**src/hw/rtl/ert_pkg.sv**
```systemverilog
package ert_pkg;

  // table geometry
  localparam int WATCH_SLOTS = 16;
  localparam int KEY_BITS    = 10;
  localparam int SLOT_BITS   = $clog2(WATCH_SLOTS);
  localparam int MAX_RES     = 16;
  localparam int CNT_BITS    = $clog2(MAX_RES + 1);
  localparam int LIST_BITS   = $clog2(MAX_RES);

  typedef logic [KEY_BITS-1:0]  key_t;
  typedef logic [SLOT_BITS-1:0] slot_t;
  typedef logic [CNT_BITS-1:0]  cnt_t;
  typedef logic [LIST_BITS-1:0] list_idx_t;

  // command codes
  localparam logic [2:0] CMD_ADD  = 3'd0;
  localparam logic [2:0] CMD_MOD  = 3'd1;
  localparam logic [2:0] CMD_DEL  = 3'd2;
  localparam logic [2:0] CMD_STAT = 3'd3;
  localparam logic [2:0] CMD_COL  = 3'd4;

  // result codes
  localparam logic [2:0] RC_OK     = 3'd0;
  localparam logic [2:0] RC_CLOSED = 3'd1;
  localparam logic [2:0] RC_EXISTS = 3'd2;
  localparam logic [2:0] RC_NOENT  = 3'd3;
  localparam logic [2:0] RC_BADCMD = 3'd4;
  localparam logic [2:0] RC_FULL   = 3'd5;

  // interest bit positions
  localparam int IN_RD = 0;
  localparam int IN_WR = 1;
  localparam int IN_ET = 2;
  localparam int IN_OS = 3;

  // status bit positions
  localparam int ST_ACT = 0;
  localparam int ST_RD  = 1;
  localparam int ST_WR  = 2;
  localparam int ST_CL  = 3;
  localparam int ST_RCH = 4;
  localparam int ST_WCH = 5;
  localparam int ST_ETR = 6;
  localparam int ST_OSR = 7;

  // controller to datapath
  typedef struct packed {
    logic load;
    logic scan_step;
    logic exec;
    logic walk_clr;
    logic walk_step;
    logic walk_upd;
    logic emit_init;
    logic emit_res;
  } ctrl_cmd_t;

  // datapath to controller
  typedef struct packed {
    logic scan_last;
    logic is_collect;
    logic best_found;
    logic more;
    logic has_events;
    logic emit_last;
  } ctrl_st_t;

  // readiness rule for one watch
  function automatic logic is_ready(input logic v, input logic [3:0] n,
                                    input logic [7:0] s);
    logic hr;
    logic hw;
    logic r;
    hr = s[ST_RD] & n[IN_RD];
    hw = s[ST_WR] & n[IN_WR];
    if (n[IN_ET]) begin
      r = (hr & (s[ST_RCH] | ~s[ST_ETR])) | (hw & (s[ST_WCH] | ~s[ST_ETR]));
    end else begin
      r = hr | hw;
    end
    if (n[IN_OS] & s[ST_OSR]) r = 1'b0;
    if (!v || s[ST_CL] || !s[ST_ACT]) r = 1'b0;
    return r;
  endfunction

endpackage

```
**src/hw/rtl/event_readiness_table_unit.sv**
```systemverilog
// Non-collect commands: the result strobe follows a lookup scan over all WATCH_SLOTS
// slots, one update step (EXEC) and one result step (EMIT).
// Collect: one walk over all WATCH_SLOTS slots per marked watch taken in key order
// (reported only if still ready), plus a final walk unless the limit is reached,
// then one result per cycle. The slot-by-slot walk dominates; one item at a time.
// Synchronous reset empties the table; results cannot be stalled by the receiver.
module event_readiness_table_unit (
  input  logic        clk,
  input  logic        rst,
  input  logic        start,
  output logic        busy,
  input  logic [2:0]  cmd,
  input  logic [9:0]  fd,
  input  logic        want_in,
  input  logic        want_out,
  input  logic        edge_mode,
  input  logic        one_shot,
  input  logic [63:0] user_data,
  input  logic        status_active,
  input  logic        status_readable,
  input  logic        status_writable,
  input  logic        status_closed,
  input  logic [4:0]  max_events,
  output logic        done,
  output logic [2:0]  result_code,
  output logic        ev_valid,
  output logic [63:0] ev_data,
  output logic        ev_in,
  output logic        ev_out,
  output logic        last,
  output logic        any_ready
);

  ert_pkg::ctrl_cmd_t c;
  ert_pkg::ctrl_st_t  st;

  ert_ctrl u_ctrl (
    .clk   (clk),
    .rst   (rst),
    .start (start),
    .busy  (busy),
    .st    (st),
    .c     (c)
  );

  ert_dp u_dp (
    .clk             (clk),
    .rst             (rst),
    .c               (c),
    .st              (st),
    .cmd             (cmd),
    .fd              (fd),
    .want_in         (want_in),
    .want_out        (want_out),
    .edge_mode       (edge_mode),
    .one_shot        (one_shot),
    .user_data       (user_data),
    .status_active   (status_active),
    .status_readable (status_readable),
    .status_writable (status_writable),
    .status_closed   (status_closed),
    .max_events      (max_events),
    .done            (done),
    .result_code     (result_code),
    .ev_valid        (ev_valid),
    .ev_data         (ev_data),
    .ev_in           (ev_in),
    .ev_out          (ev_out),
    .last            (last),
    .any_ready       (any_ready)
  );

endmodule

```
**src/hw/rtl/ert_ctrl.sv**
```systemverilog
module ert_ctrl (
  input  logic               clk,
  input  logic               rst,
  input  logic               start,
  output logic               busy,
  input  ert_pkg::ctrl_st_t  st,
  output ert_pkg::ctrl_cmd_t c
);

  localparam logic [2:0] S_IDLE = 3'd0;
  localparam logic [2:0] S_SCAN = 3'd1;
  localparam logic [2:0] S_EXEC = 3'd2;
  localparam logic [2:0] S_WCHK = 3'd3;
  localparam logic [2:0] S_WALK = 3'd4;
  localparam logic [2:0] S_WEND = 3'd5;
  localparam logic [2:0] S_EMIT = 3'd6;

  logic [2:0] state;
  logic [2:0] state_next;

  always_ff @(posedge clk) begin
    if (rst) state <= S_IDLE;
    else state <= state_next;
  end

  // next state and commands
  always_comb begin
    state_next = state;
    c = '0;
    unique case (state)
      S_IDLE: begin
        if (start) begin
          c.load = 1'b1;
          state_next = S_SCAN;
        end
      end
      S_SCAN: begin
        if (st.is_collect) begin
          state_next = S_WCHK;
        end else begin
          c.scan_step = 1'b1;
          if (st.scan_last) state_next = S_EXEC;
        end
      end
      S_EXEC: begin
        c.exec = 1'b1;
        c.emit_init = 1'b0;
        state_next = S_EMIT;
      end
      S_WCHK: begin
        if (st.more) begin
          c.walk_clr = 1'b1;
          state_next = S_WALK;
        end else begin
          c.emit_init = 1'b1;
          state_next = S_EMIT;
        end
      end
      S_WALK: begin
        c.walk_step = 1'b1;
        if (st.scan_last) state_next = S_WEND;
      end
      S_WEND: begin
        if (st.best_found) begin
          c.walk_upd = 1'b1;
          state_next = S_WCHK;
        end else begin
          c.emit_init = 1'b1;
          state_next = S_EMIT;
        end
      end
      S_EMIT: begin
        c.emit_res = 1'b1;
        if (st.emit_last || !st.has_events) state_next = S_IDLE;
      end
      default: state_next = S_IDLE;
    endcase
  end

  assign busy = (state != S_IDLE);

endmodule

```
**src/hw/rtl/ert_dp.sv**
```systemverilog
module ert_dp (
  input  logic               clk,
  input  logic               rst,
  input  ert_pkg::ctrl_cmd_t c,
  output ert_pkg::ctrl_st_t  st,
  input  logic [2:0]         cmd,
  input  logic [9:0]         fd,
  input  logic               want_in,
  input  logic               want_out,
  input  logic               edge_mode,
  input  logic               one_shot,
  input  logic [63:0]        user_data,
  input  logic               status_active,
  input  logic               status_readable,
  input  logic               status_writable,
  input  logic               status_closed,
  input  logic [4:0]         max_events,
  output logic               done,
  output logic [2:0]         result_code,
  output logic               ev_valid,
  output logic [63:0]        ev_data,
  output logic               ev_in,
  output logic               ev_out,
  output logic               last,
  output logic               any_ready
);

  localparam int S = ert_pkg::WATCH_SLOTS;

  // watch table
  logic [S-1:0]        valid;
  logic [S-1:0]        mark;
  ert_pkg::key_t       tkey [S];
  logic [63:0]         tpl  [S];
  logic [3:0]          tint [S];
  logic [7:0]          tst  [S];

  // latched command
  logic [2:0]          cmd_q;
  ert_pkg::key_t       key_q;
  logic [3:0]          int_q;
  logic [63:0]         data_q;
  logic [3:0]          stat_q;
  ert_pkg::cnt_t       limit_q;
  logic [2:0]          code_q;

  // scan and walk trackers
  ert_pkg::slot_t      idx;
  logic                match_found;
  ert_pkg::slot_t      match_slot;
  logic                free_found;
  ert_pkg::slot_t      free_slot;
  logic                best_found;
  ert_pkg::slot_t      best;
  ert_pkg::key_t       best_key;
  logic                started;
  ert_pkg::key_t       prev;
  ert_pkg::cnt_t       count;
  ert_pkg::slot_t      list [ert_pkg::MAX_RES];
  ert_pkg::list_idx_t  k;

  // single read port
  ert_pkg::slot_t      rd_a;
  ert_pkg::key_t       rd_key;
  logic [63:0]         rd_pl;
  logic [3:0]          rd_int;
  logic [7:0]          rd_st;
  logic                rd_v;

  // write port
  logic                tab_we;
  logic                vm_we;
  ert_pkg::slot_t      wa;
  logic [63:0]         w_pl;
  logic [3:0]          w_int;
  logic [7:0]          w_st;
  ert_pkg::key_t       w_key;
  logic                w_valid;
  logic                w_mark;
  logic [2:0]          code_next;

  logic [7:0]          sbits;
  logic [7:0]          add_st;
  logic [7:0]          mod_st;
  logic [7:0]          chg_st;
  logic [7:0]          col_st;
  logic                ready_now;
  logic                cand;
  logic                ev_have;

  always_comb begin
    if (c.walk_upd) rd_a = best;
    else if (c.exec) rd_a = match_slot;
    else if (c.emit_res) rd_a = list[k];
    else rd_a = idx;
  end

  assign rd_key = tkey[rd_a];
  assign rd_pl  = tpl[rd_a];
  assign rd_int = tint[rd_a];
  assign rd_st  = tst[rd_a];
  assign rd_v   = valid[rd_a];

  // candidate status words
  always_comb begin
    sbits = {4'b0000, stat_q};
    add_st = sbits;
    add_st[ert_pkg::ST_RCH] = sbits[ert_pkg::ST_RD];
    add_st[ert_pkg::ST_WCH] = sbits[ert_pkg::ST_WR];
    mod_st = rd_st;
    mod_st[ert_pkg::ST_ETR] = 1'b0;
    mod_st[ert_pkg::ST_OSR] = 1'b0;
    chg_st = (rd_st & 8'hF0) | sbits;
    if (rd_st[ert_pkg::ST_RD] != sbits[ert_pkg::ST_RD]) chg_st[ert_pkg::ST_RCH] = 1'b1;
    if (rd_st[ert_pkg::ST_WR] != sbits[ert_pkg::ST_WR]) chg_st[ert_pkg::ST_WCH] = 1'b1;
    col_st = rd_st;
    col_st[ert_pkg::ST_RCH] = 1'b0;
    col_st[ert_pkg::ST_WCH] = 1'b0;
    if (rd_int[ert_pkg::IN_ET]) col_st[ert_pkg::ST_ETR] = 1'b1;
    if (rd_int[ert_pkg::IN_OS]) col_st[ert_pkg::ST_OSR] = 1'b1;
    ready_now = ert_pkg::is_ready(rd_v, rd_int, rd_st);
  end

  // command execution and walk update
  always_comb begin
    tab_we = 1'b0;
    vm_we = 1'b0;
    wa = match_slot;
    w_key = rd_key;
    w_pl = rd_pl;
    w_int = rd_int;
    w_st = rd_st;
    w_valid = 1'b1;
    w_mark = 1'b0;
    code_next = code_q;
    if (c.exec) begin
      case (cmd_q)
        ert_pkg::CMD_ADD: begin
          if (stat_q[ert_pkg::ST_CL]) begin
            code_next = ert_pkg::RC_CLOSED;
          end else if (match_found) begin
            code_next = ert_pkg::RC_EXISTS;
          end else if (!free_found) begin
            code_next = ert_pkg::RC_FULL;
          end else begin
            tab_we = 1'b1;
            vm_we = 1'b1;
            wa = free_slot;
            w_key = key_q;
            w_pl = data_q;
            w_int = int_q;
            w_st = add_st;
            w_mark = ert_pkg::is_ready(1'b1, int_q, add_st);
            code_next = ert_pkg::RC_OK;
          end
        end
        ert_pkg::CMD_MOD: begin
          if (!match_found) begin
            code_next = ert_pkg::RC_NOENT;
          end else begin
            tab_we = 1'b1;
            vm_we = 1'b1;
            w_pl = data_q;
            w_int = int_q;
            w_st = mod_st;
            w_valid = ~mod_st[ert_pkg::ST_CL];
            w_mark = ert_pkg::is_ready(1'b1, int_q, mod_st);
            code_next = ert_pkg::RC_OK;
          end
        end
        ert_pkg::CMD_DEL: begin
          if (!match_found) begin
            code_next = ert_pkg::RC_NOENT;
          end else begin
            vm_we = 1'b1;
            w_valid = 1'b0;
            code_next = ert_pkg::RC_OK;
          end
        end
        ert_pkg::CMD_STAT: begin
          if (!match_found) begin
            code_next = ert_pkg::RC_NOENT;
          end else begin
            tab_we = 1'b1;
            vm_we = 1'b1;
            w_st = chg_st;
            w_valid = ~chg_st[ert_pkg::ST_CL];
            w_mark = ert_pkg::is_ready(1'b1, rd_int, chg_st);
            code_next = ert_pkg::RC_OK;
          end
        end
        default: code_next = ert_pkg::RC_BADCMD;
      endcase
    end else if (c.walk_upd) begin
      wa = best;
      vm_we = 1'b1;
      if (ready_now) begin
        tab_we = 1'b1;
        w_st = col_st;
        w_mark = ert_pkg::is_ready(1'b1, rd_int, col_st);
      end
    end
  end

  // table payload, no reset
  always_ff @(posedge clk) begin
    if (tab_we) begin
      tkey[wa] <= w_key;
      tpl[wa]  <= w_pl;
      tint[wa] <= w_int;
      tst[wa]  <= w_st;
    end
  end

  // valid and ready marks
  always_ff @(posedge clk) begin
    if (rst) begin
      valid <= '0;
      mark <= '0;
    end else if (vm_we) begin
      valid[wa] <= w_valid;
      mark[wa] <= w_mark & w_valid;
    end
  end

  // command latch
  always_ff @(posedge clk) begin
    if (c.load) begin
      cmd_q <= cmd;
      key_q <= ert_pkg::key_t'(fd);
      int_q <= {one_shot, edge_mode, want_out, want_in};
      data_q <= user_data;
      stat_q <= {status_closed, status_writable, status_readable, status_active};
      limit_q <= (max_events > 5'(ert_pkg::MAX_RES)) ? ert_pkg::cnt_t'(ert_pkg::MAX_RES)
                                                     : ert_pkg::cnt_t'(max_events);
    end
  end

  assign cand = valid[idx] & mark[idx] & (~started | (rd_key > prev));

  // lookup scan, walk trackers, counters
  always_ff @(posedge clk) begin
    if (rst) begin
      idx <= '0;
      match_found <= 1'b0;
      free_found <= 1'b0;
      best_found <= 1'b0;
      started <= 1'b0;
      count <= '0;
      k <= '0;
      code_q <= ert_pkg::RC_OK;
    end else begin
      if (c.load) begin
        idx <= '0;
        match_found <= 1'b0;
        free_found <= 1'b0;
        started <= 1'b0;
        count <= '0;
        code_q <= ert_pkg::RC_OK;
      end
      if (c.scan_step) begin
        idx <= idx + 1'b1;
        if (valid[idx] && rd_key == key_q) begin
          match_found <= 1'b1;
          match_slot <= idx;
        end
        if (!valid[idx] && !free_found) begin
          free_found <= 1'b1;
          free_slot <= idx;
        end
      end
      if (c.exec) code_q <= code_next;
      if (c.walk_clr) begin
        idx <= '0;
        best_found <= 1'b0;
      end
      if (c.walk_step) begin
        idx <= idx + 1'b1;
        if (cand && (!best_found || rd_key < best_key)) begin
          best_found <= 1'b1;
          best <= idx;
          best_key <= rd_key;
        end
      end
      if (c.walk_upd) begin
        started <= 1'b1;
        prev <= best_key;
        if (ready_now) count <= count + 1'b1;
      end
      if (c.emit_init) k <= '0;
      if (c.emit_res) k <= k + 1'b1;
    end
  end

  // reported slot list
  always_ff @(posedge clk) begin
    if (c.walk_upd && ready_now) list[count[ert_pkg::LIST_BITS-1:0]] <= best;
  end

  assign ev_have = (cmd_q == ert_pkg::CMD_COL) && (count != '0);

  // result register
  always_ff @(posedge clk) begin
    if (rst) begin
      done <= 1'b0;
    end else begin
      done <= c.emit_res;
    end
    if (c.emit_res) begin
      any_ready <= |(valid & mark);
      if (ev_have) begin
        result_code <= ert_pkg::RC_OK;
        ev_valid <= 1'b1;
        ev_data <= rd_pl;
        ev_in <= rd_st[ert_pkg::ST_RD] & rd_int[ert_pkg::IN_RD];
        ev_out <= rd_st[ert_pkg::ST_WR] & rd_int[ert_pkg::IN_WR];
        last <= st.emit_last;
      end else begin
        result_code <= code_q;
        ev_valid <= 1'b0;
        ev_data <= '0;
        ev_in <= 1'b0;
        ev_out <= 1'b0;
        last <= 1'b1;
      end
    end
  end

  // status to controller
  assign st.scan_last  = (idx == ert_pkg::slot_t'(S - 1));
  assign st.is_collect = (cmd_q == ert_pkg::CMD_COL);
  assign st.best_found = best_found;
  assign st.more       = (count < limit_q);
  assign st.has_events = ev_have;
  assign st.emit_last  = ((ert_pkg::cnt_t'(k) + ert_pkg::cnt_t'(1)) == count);

  a_ev_ok: assert property (@(posedge clk) disable iff (rst)
    done && ev_valid |-> result_code == ert_pkg::RC_OK)
    else $error("event result with nonzero code");

  a_mark_valid: assert property (@(posedge clk) disable iff (rst)
    (mark & ~valid) == '0)
    else $error("ready mark on an empty slot");

  a_cmd_onehot: assert property (@(posedge clk) disable iff (rst)
    $onehot0({c.load, c.scan_step, c.exec, c.walk_clr, c.walk_step, c.walk_upd,
              c.emit_init, c.emit_res}))
    else $error("overlapping datapath commands");

  a_count_limit: assert property (@(posedge clk) disable iff (rst)
    st.is_collect && !c.load |-> count <= limit_q)
    else $error("collect reported past its limit");

endmodule

```
**config.mk**
```make
export PLATFORM = sky130hd
export DESIGN_NAME = event_readiness_table_unit
export DESIGN_NICKNAME = d
export VERILOG_FILES = /design/src/hw/rtl/ert_pkg.sv /design/src/hw/rtl/event_readiness_table_unit.sv /design/src/hw/rtl/ert_ctrl.sv /design/src/hw/rtl/ert_dp.sv
export SDC_FILE = /design/constraint.sdc
export NUM_CORES = 2
export LEC_CHECK = 0
export BUFFER_PORTS_ARGS = -buffer_cell sky130_fd_sc_hd__buf_2
export CAP_MARGIN = 15
export CORE_ASPECT_RATIO = 0.75
export CORE_UTILIZATION = 50
export CTS_CLUSTER_DIAMETER = 200
export DETAILED_ROUTE_END_ITERATION = 7
export PLACE_DENSITY_LB_ADDON = 0.2
export RECOVER_POWER = 50
export SETUP_SLACK_MARGIN = 0.5
export SLEW_MARGIN = 20
export SYNTH_ARGS = -nofsm -noshare
export SYNTH_HDL_FRONTEND = slang
export SYNTH_SLANG_ARGS = --single-unit
```
**constraint.sdc**
```tcl
create_clock -name clk -period 11.15 [get_ports clk]
set_input_delay 1.115 -clock clk [delete_from_list [all_inputs] [get_ports clk]]
set_output_delay 1.115 -clock clk [all_outputs]
set_load 0.01 [all_outputs]
```
**After elaboration in Yosys (flattened, before gate mapping)**

Memories as Yosys holds them, arrays and structs flattened. A register that Yosys moved wholly into a read port is not among the register bits.
Index checks and enable logic that the tools add are counted.

- Bits in registers: 250
- Bits in writable memories: 1440
- Bits of input ports: 93
- Output and inout bits: 74
- Logic and storage cells: 285
- Memories: 5

Memory list:

| memory | depth | bits a word | read ports | clocked after memory_dff | wr ports | line | RTL |
|---|---|---|---|---|---|---|---|
| u_dp.tpl | 16 | 64 | 1 | 0 | 1 | ert_dp.sv:34 | `logic [63:0] tpl [S];` |
| u_dp.tkey | 16 | 10 | 1 | 0 | 1 | ert_dp.sv:33 | `ert_pkg::key_t tkey [S];` |
| u_dp.tst | 16 | 8 | 1 | 0 | 1 | ert_dp.sv:36 | `logic [7:0] tst [S];` |
| u_dp.list | 16 | 4 | 1 | 1 | 1 | ert_dp.sv:59 | `ert_pkg::slot_t list [ert_pkg::MAX_RES];` |
| u_dp.tint | 16 | 4 | 1 | 0 | 1 | ert_dp.sv:35 | `logic [3:0] tint [S];` |

- Add/subtract/negate cells: 4
- Order comparisons: 8
- Equal/unequal tests: 19
- Muxes and demuxes: 141
- Bitwise gates (word level): 41
- Reductions and logical operators: 37

Operator list:

| kind | number |
|---|---|
| 2-to-1 mux 64 bit | 5 |
| case mux 64 bit (2 select lines) | 1 |
| 2-to-1 mux 4 bit | 22 |
| 2-to-1 mux 1 bit | 69 |
| 2-to-1 mux 8 bit | 8 |
| 2-to-1 mux 10 bit | 5 |
| 2-to-1 mux 3 bit | 11 |
| bitwise mux 16 bit | 2 |
| case mux 8 bit (3 select lines) | 1 |
| case mux 3 bit (7 select lines) | 1 |
| bitwise AND 1 bit | 20 |
| bitwise AND 16 bit | 1 |
| OR reduction 16 bit | 1 |
| < comparator 4 x 5 -> 1 bit (second input constant) | 3 |
| 2-to-1 mux 5 bit | 3 |
| binary-select mux 1 bit (select 4 bit) | 3 |
| == test 3 x 2 -> 1 bit (second input constant) | 4 |
| == test 3 bit (second input constant) | 4 |
| OR 1 bit | 12 |
| == test 10 bit | 1 |
| greater-than comparator 10 bit | 1 |
| < comparator 10 bit | 1 |
| AND reduction 3 bit | 3 |
| adder 4 x 1 -> 4 bit (second input constant) | 2 |
| other kinds (32) | 66 |

**Longest topological paths before layout**

An unclocked memory read counts as a cell.

- Depth after elaboration: 19
- Gate-level depth with buffers: 30
- Mapped depth without buffers: 22

**By module**

Synthesis repeated with hierarchy kept, for this count alone.

- Cells, all modules: 5347
- Area total of the unflattened synthesis: 69305.2 µm²

Modules (own cells, without submodules):

| module | times used | cells each | area an instance (µm²) | seq. area each (µm²) |
|---|---|---|---|---|
| ert_dp | 1 | 5304 | 68993.7 | 50208.2 |
| ert_ctrl | 1 | 43 | 311.5 | 60.1 |

**Worst setup path after synthesis**

Ideal clock, no wire load.

- Path kind: register to register
- Start point: register u_ctrl.state[0]
- End point: memory u_dp.tint[1][0], enable pin
- Library setup time: 636 ps
- Data arrival time: 10631 ps
- Required time: 10514 ps
- Setup slack: -117 ps
- Cell stages (with the launch flop): 19
- Path buffers: 6
- Clock period less this slack: 11267 ps
- Cells stage by stage: dfxtp_1 > buf_2 > nand3b_2 > clkinv_1 > and2_1 > o21a_1 > buf_2 > nor3_2 > buf_6 > buf_8 > buf_6 > nand2_1 > a311o_1 > nand4_2 > nand2_1 > o22ai_2 > a21oi_4 > buf_6 > nor3_1

RTL lines:

| item | line | RTL |
|---|---|---|
| start: declaration | ert_ctrl.sv:18 | `logic [2:0] state;` |
| start signal: assignment | ert_ctrl.sv:23 | `else state <= state_next;` |
| end: declaration | ert_dp.sv:35 |  |

**Worst setup path after layout**

- Start point: register u_ctrl.state[1]
- End point: memory u_dp.tpl[10][14], enable pin

- Cells in the longest elaborated chain, start to end: 18
- Elaborated cells between the ends (all ways): 37
- Those cells by class: eq/ne (3); mux (18); bitwise (10); reduce/logical (4); memory (2)

RTL lines:

| item | line | RTL |
|---|---|---|
| == test 3 bit | ert_ctrl.sv:30 | `unique case (state)` |
| 2-to-1 mux 1 bit | ert_ctrl.sv:30 |  |
| 2-to-1 mux 4 bit | ert_dp.sv:94 | `else if (c.emit_res) rd_a = list[k];` |
| 2-to-1 mux 4 bit | ert_dp.sv:93 | `else if (c.exec) rd_a = match_slot;` |
| 2-to-1 mux 4 bit | ert_dp.sv:92 | `if (c.walk_upd) rd_a = best;` |
| memory read (16 x 8 bit) | -- |  |
| inverter 1 bit | ert_pkg.sv:78 | `r = (hr & (s[ST_RCH] \| ~s[ST_ETR])) \| (hw & (s[ST_WCH] \| ~s[ST_ETR]));` |
| OR 1 bit | ert_pkg.sv:78 |  |
| [2 not listed] | -- |  |
| 2-to-1 mux 1 bit | ert_pkg.sv:77 | `if (n[IN_ET]) begin` |
| 2-to-1 mux 1 bit | ert_pkg.sv:82 | `if (n[IN_OS] & s[ST_OSR]) r = 1'b0;` |
| 2-to-1 mux 1 bit | ert_pkg.sv:83 | `if (!v \|\| s[ST_CL] \|\| !s[ST_ACT]) r = 1'b0;` |
| 2-to-1 mux 1 bit | ert_dp.sv:197 | `if (ready_now) begin` |
| 2-to-1 mux 1 bit | ert_dp.sv:194 | `end else if (c.walk_upd) begin` |
| 2-to-1 mux 1 bit | ert_dp.sv:136 | `if (c.exec) begin` |
| 2-to-1 mux 1 bit | ert_dp.sv:207 | `if (tab_we) begin` |
| 2-to-1 mux 1 bit (not written as such) | ert_dp.sv:209 | `tpl[wa] <= w_pl;` |
| end: declaration | ert_dp.sv:34 |  |

Several ways; a longest one is shown, not always the timed one. The select of a mux whose other input is x is not followed.

==> impl_metrics.py <==
metrics = {
    "grt": {
        "antenna_found_initial": 2,
        "grtUsageTotal_pct": 24.90,
        "grt_overflow": 0,
        "gr-usage-met2_pct": 37.99,
        "gr-usage-met1_pct": 37.38,
        "grt_pass1_wl_um": 264900,
        "busiest_layer": "met2",
        "grt_max_degree": 179,
        "grt_use_met3_pct": 3.726,
        "grt_pass1_vias": 41800,
    },
    "floorplanning": {
        "die_area_sq_um": 140800,
        "fp.dieW_um": 432.9,
        "die_height_um": 325.2,
        "rows": 118,
        "num_io_pins": 167,
        "coreArea_sq_um": 138000,
        "initial_core_util_pct": 50.44,
    },
    "cts": {
        "clk_pin_slew_ps": 70,
        "cts_tree": "built",
        "cts_hold_buf": 0,
        "cts_setup_buffers": 0,
        "cts_max_level": 4,
        "numCtsBuffers": 161,
        "clock_sinks": 1694,
        "cts.path.max_buffers": 3,
        "cts_resized": 0,
        "clock_latency_ps": 800,
        "root_buffer": "clkbuf_16",
    },
    "setup_path": {
        "r2r_cells": 15,
        "worstPathArrival_ps": 9490,
        "cp-end-kind": "flop",
        "critical_path_class": "flop to flop",
        "crit_fanout": 178,
        "cp-start-kind": "flop",
        "r2r_start": "u_ctrl.state[1]",
        "r2r-end": "u_dp.tpl[10][14]",
        "critPathRequiredTime_ps": 11540,
        "reg2reg_slack_ps": 2050,
    },
    "run": {
        "drv_cap": 9,
    },
    "power_and_ir_drop": {
        "comb_power_share_pct": 30.4,
        "switching_power_mw": 7.195,
        "p_leak_nw": 25.87,
        "pwr-share-seq_pct": 43.2,
        "clkPwrFrac_pct": 26.4,
        "power_mw": 20.67,
        "p_per_area_nw_per_um2": 267.3,
        "max-vdd-ir-drop_uv": 197.4,
        "cell_internal_pwr_mw": 13.47,
        "switching_share_pct": 34.81,
    },
    "place": {
        "dp_hpwl_um": 93110,
        "place_congestion": 0.8616,
        "placed_area_sq_um": 72590,
        "port_buffers": 166,
    },
    "routing": {
        "drc": 0,
        "wl_per_cell_um": 23.48,
        "via_count": 44090,
        "postRouteAntennaNets": 0,
        "drt_first_iter_violations": 5108,
        "avgViaCountPerCell": 5.861,
        "dr.pass1.iters": 5,
        "wirelength_um": 176600,
    },
    "final_layout": {
        "drive_gt1_share_pct": 8.938,
        "post-route-util_pct": 56.00,
        "final_nets": 5660,
        "stdcell_area_sq_um": 77310,
        "area_delta_synth_final_pct": 11.02,
        "fillers": 11150,
    },
    "timing": {
        "worstMarginPinSlew_ps": 3535,
        "layout_min_cycle_time_ps": 9099,
        "clock_skew_ps": 41.34,
        "setup-violations-final": 0,
        "slew_headroom_pct": -135.7,
        "hold_ws_ps": 447.6,
        "fmax_mhz": 109.9,
        "rsz0062_at_grt": "no",
        "fin_crit_sh_pct": 81.61,
        "maxSlewViolCount": 346,
        "hold_viol": 0,
    },
    "synth": {
        "synth-async-reset-ratio_pct": 0,
        "synthCells": 5411,
        "yosysMostFrequentCell": "edfxtp_1",
        "synth_fp_nets": 5533,
        "syn_area_per_cell_sq_um": 12.87,
        "synth_area_leaders": "edfxtp_1 70%, nand2_1 7.6%, nand3_1 5.1%",
        "netlist.area_leader.share_pct": 70.47,
        "synth_edf_count": 1634,
        "syn-cell-area_sq_um": 69630,
        "ys_seq_elements": 1694,
        "ys_types": 112,
        "synth-seq-area-share_pct": 72.19,
        "synth_largest_area_cell": "edfxtp_1",
        "yosysWarnings": 0,
        "synthFlopType": "edfxtp_1",
        "synth_common_cells": "1,634 x edfxtp_1, 1,401 x nand2_1, 716 x nand3_1",
    },
    "run_status": {
        "violations": "max-capacitance violations, max-slew violations",
        "status": "finished, violations left",
    },
    "min_path": {
        "hold_start": "u_dp.best_key[6]",
        "hold_path_class": "flop to flop",
        "min_delay_worst_endpoint": "u_dp.prev[6]",
        "min_path_cells": 0,
    },
}
-- cells in the final DEF, fill, tap and decap left out, drive strengths merged, types with 6 or more instances in the layout --
cell type,netlist,layout
a31oi,29,29
o22ai,18,18
mux2i,101,101
a21boi,27,27
xor2,10,10
a311o,7,7
nand2,1404,1404
nand4,11,11
clkbuf,173,352
nor3,54,54
edfxtp,1634,1634
a211oi,70,70
and3,12,12
clkinv,1,61
or2,10,10
a22o,18,18
mux4,12,12
nor4,12,12
o21ai,256,256
and2,7,7
a21o,9,9
nor2b,11,11
nand2b,17,17
nor3b,18,18
a221oi,14,14
o211ai,81,81
inv,42,48
o2111ai,12,12
nand3,716,716
mux2,27,27
a22oi,6,6
buf,184,171
dfxtp,60,60
a21oi,52,52
nor2,157,157
ha,29,29
bufinv,0,14
-- how the worst max path moves through the flow --
stage / slack (ps) / cells past startpoint / endpoint / start
2_1_floorplan: -10 / 17 / u_dp.tint[12][0] / u_ctrl.state[0]
3_3_place_gp: 4000 / 23 / u_dp.best_key[9] / u_ctrl.state[1]
3_5_place_dp: 3830 / 15 / u_dp.tpl[10][33] / u_ctrl.state[1]
4_1_cts: 3760 / 15 / u_dp.tpl[10][16] / u_ctrl.state[1]
5_1_grt: 1840 / 15 / u_dp.tpl[10][10] / u_ctrl.state[1]
6_report: 2050 / 15 / u_dp.tpl[10][14] / u_ctrl.state[1]
-- registers in the layout, summed over array words and instances, names as in the netlist, 16 cells and up, named ones only --
name          flops
u_dp.tst        128
u_dp.mark        16
u_dp.tkey       160
u_dp.valid       16
u_dp.tpl       1024
u_dp.list        64
u_dp.data_q      64
u_dp.tint        64
u_dp.ev_data     64
-- cell type report --
type	count	area (sq um)	share of cell area [%]
Multi-Input combinational cell	3317	17600	22.76
Clock buffer	202	4403	5.695
Tap cell	1860	2327	3.010
Clock inverter	84	775.7	1.003
Antenna cell	1	2.502	0.003237
Inverter	43	165.2	0.2136
Timing Repair Buffer	321	1769	2.289
Sequential cell	1694	50270	65.02
-- power by group through the flow --
| stage | sequential (mW) | combinational, mW | clock [mW] |
|---|---|---|---|
| 2_1_floorplan | 9.01 | 4.23 | 0 |
| 3_3_place_gp | 9.02 | 6.39 | 0 |
| 3_5_place_dp | 9.02 | 6.50 | 0 |
| 4_1_cts | 8.88 | 6.51 | 5.54 |
| 5_1_grt | 8.94 | 6.93 | 5.77 |
| 6_report | 8.93 | 6.28 | 5.46 |
-- stage by stage --
step	setup TNS (ps)	worst slack, ps	cells
detailed placement	0	3828	7235
global route	0	1843	7522
CTS	0	3763	7521
floorplan	-5640	-11.16	5411
finish	0	2051	7522
global placement	0	4003	7235
-- layer usage --
layer	part of all wire [%]	vias to the layer above
li1	-	20160
met4	2.1	0
met2	46	1729
met1	45	21960
met5	0	-
met3	7.6	239
-- worst max-delay path: stages, from the launching register on --
cell      delay [ps]
dfxtp_1          880
nand4b_1         200
clkbuf_1        1190
o211ai_1         320
and2_0           450
nor3_1           990
buf_12           600
mux2i_1          270
mux2i_1          130
a32o_1           250
nor2_1           610
o211a_2          400
a21oi_4          270
nor3_2           250
buf_4            570
buf_4            900
-- kinds of logic (layout without fill, tap and decap cells) --
group	after synthesis	in the layout	share of synthesized area, %
xor+xnor	14	14	0.1761
simple gates	2460	2460	15.45
compound gates	674	674	6.663
mux	140	140	2.282
flops	1694	1694	72.19
other cells	0	1	0
fa+ha+maj	29	29	0.5211
buf+inv	400	650	2.722
No activity file was read; power rests on OpenSTA's default activity.
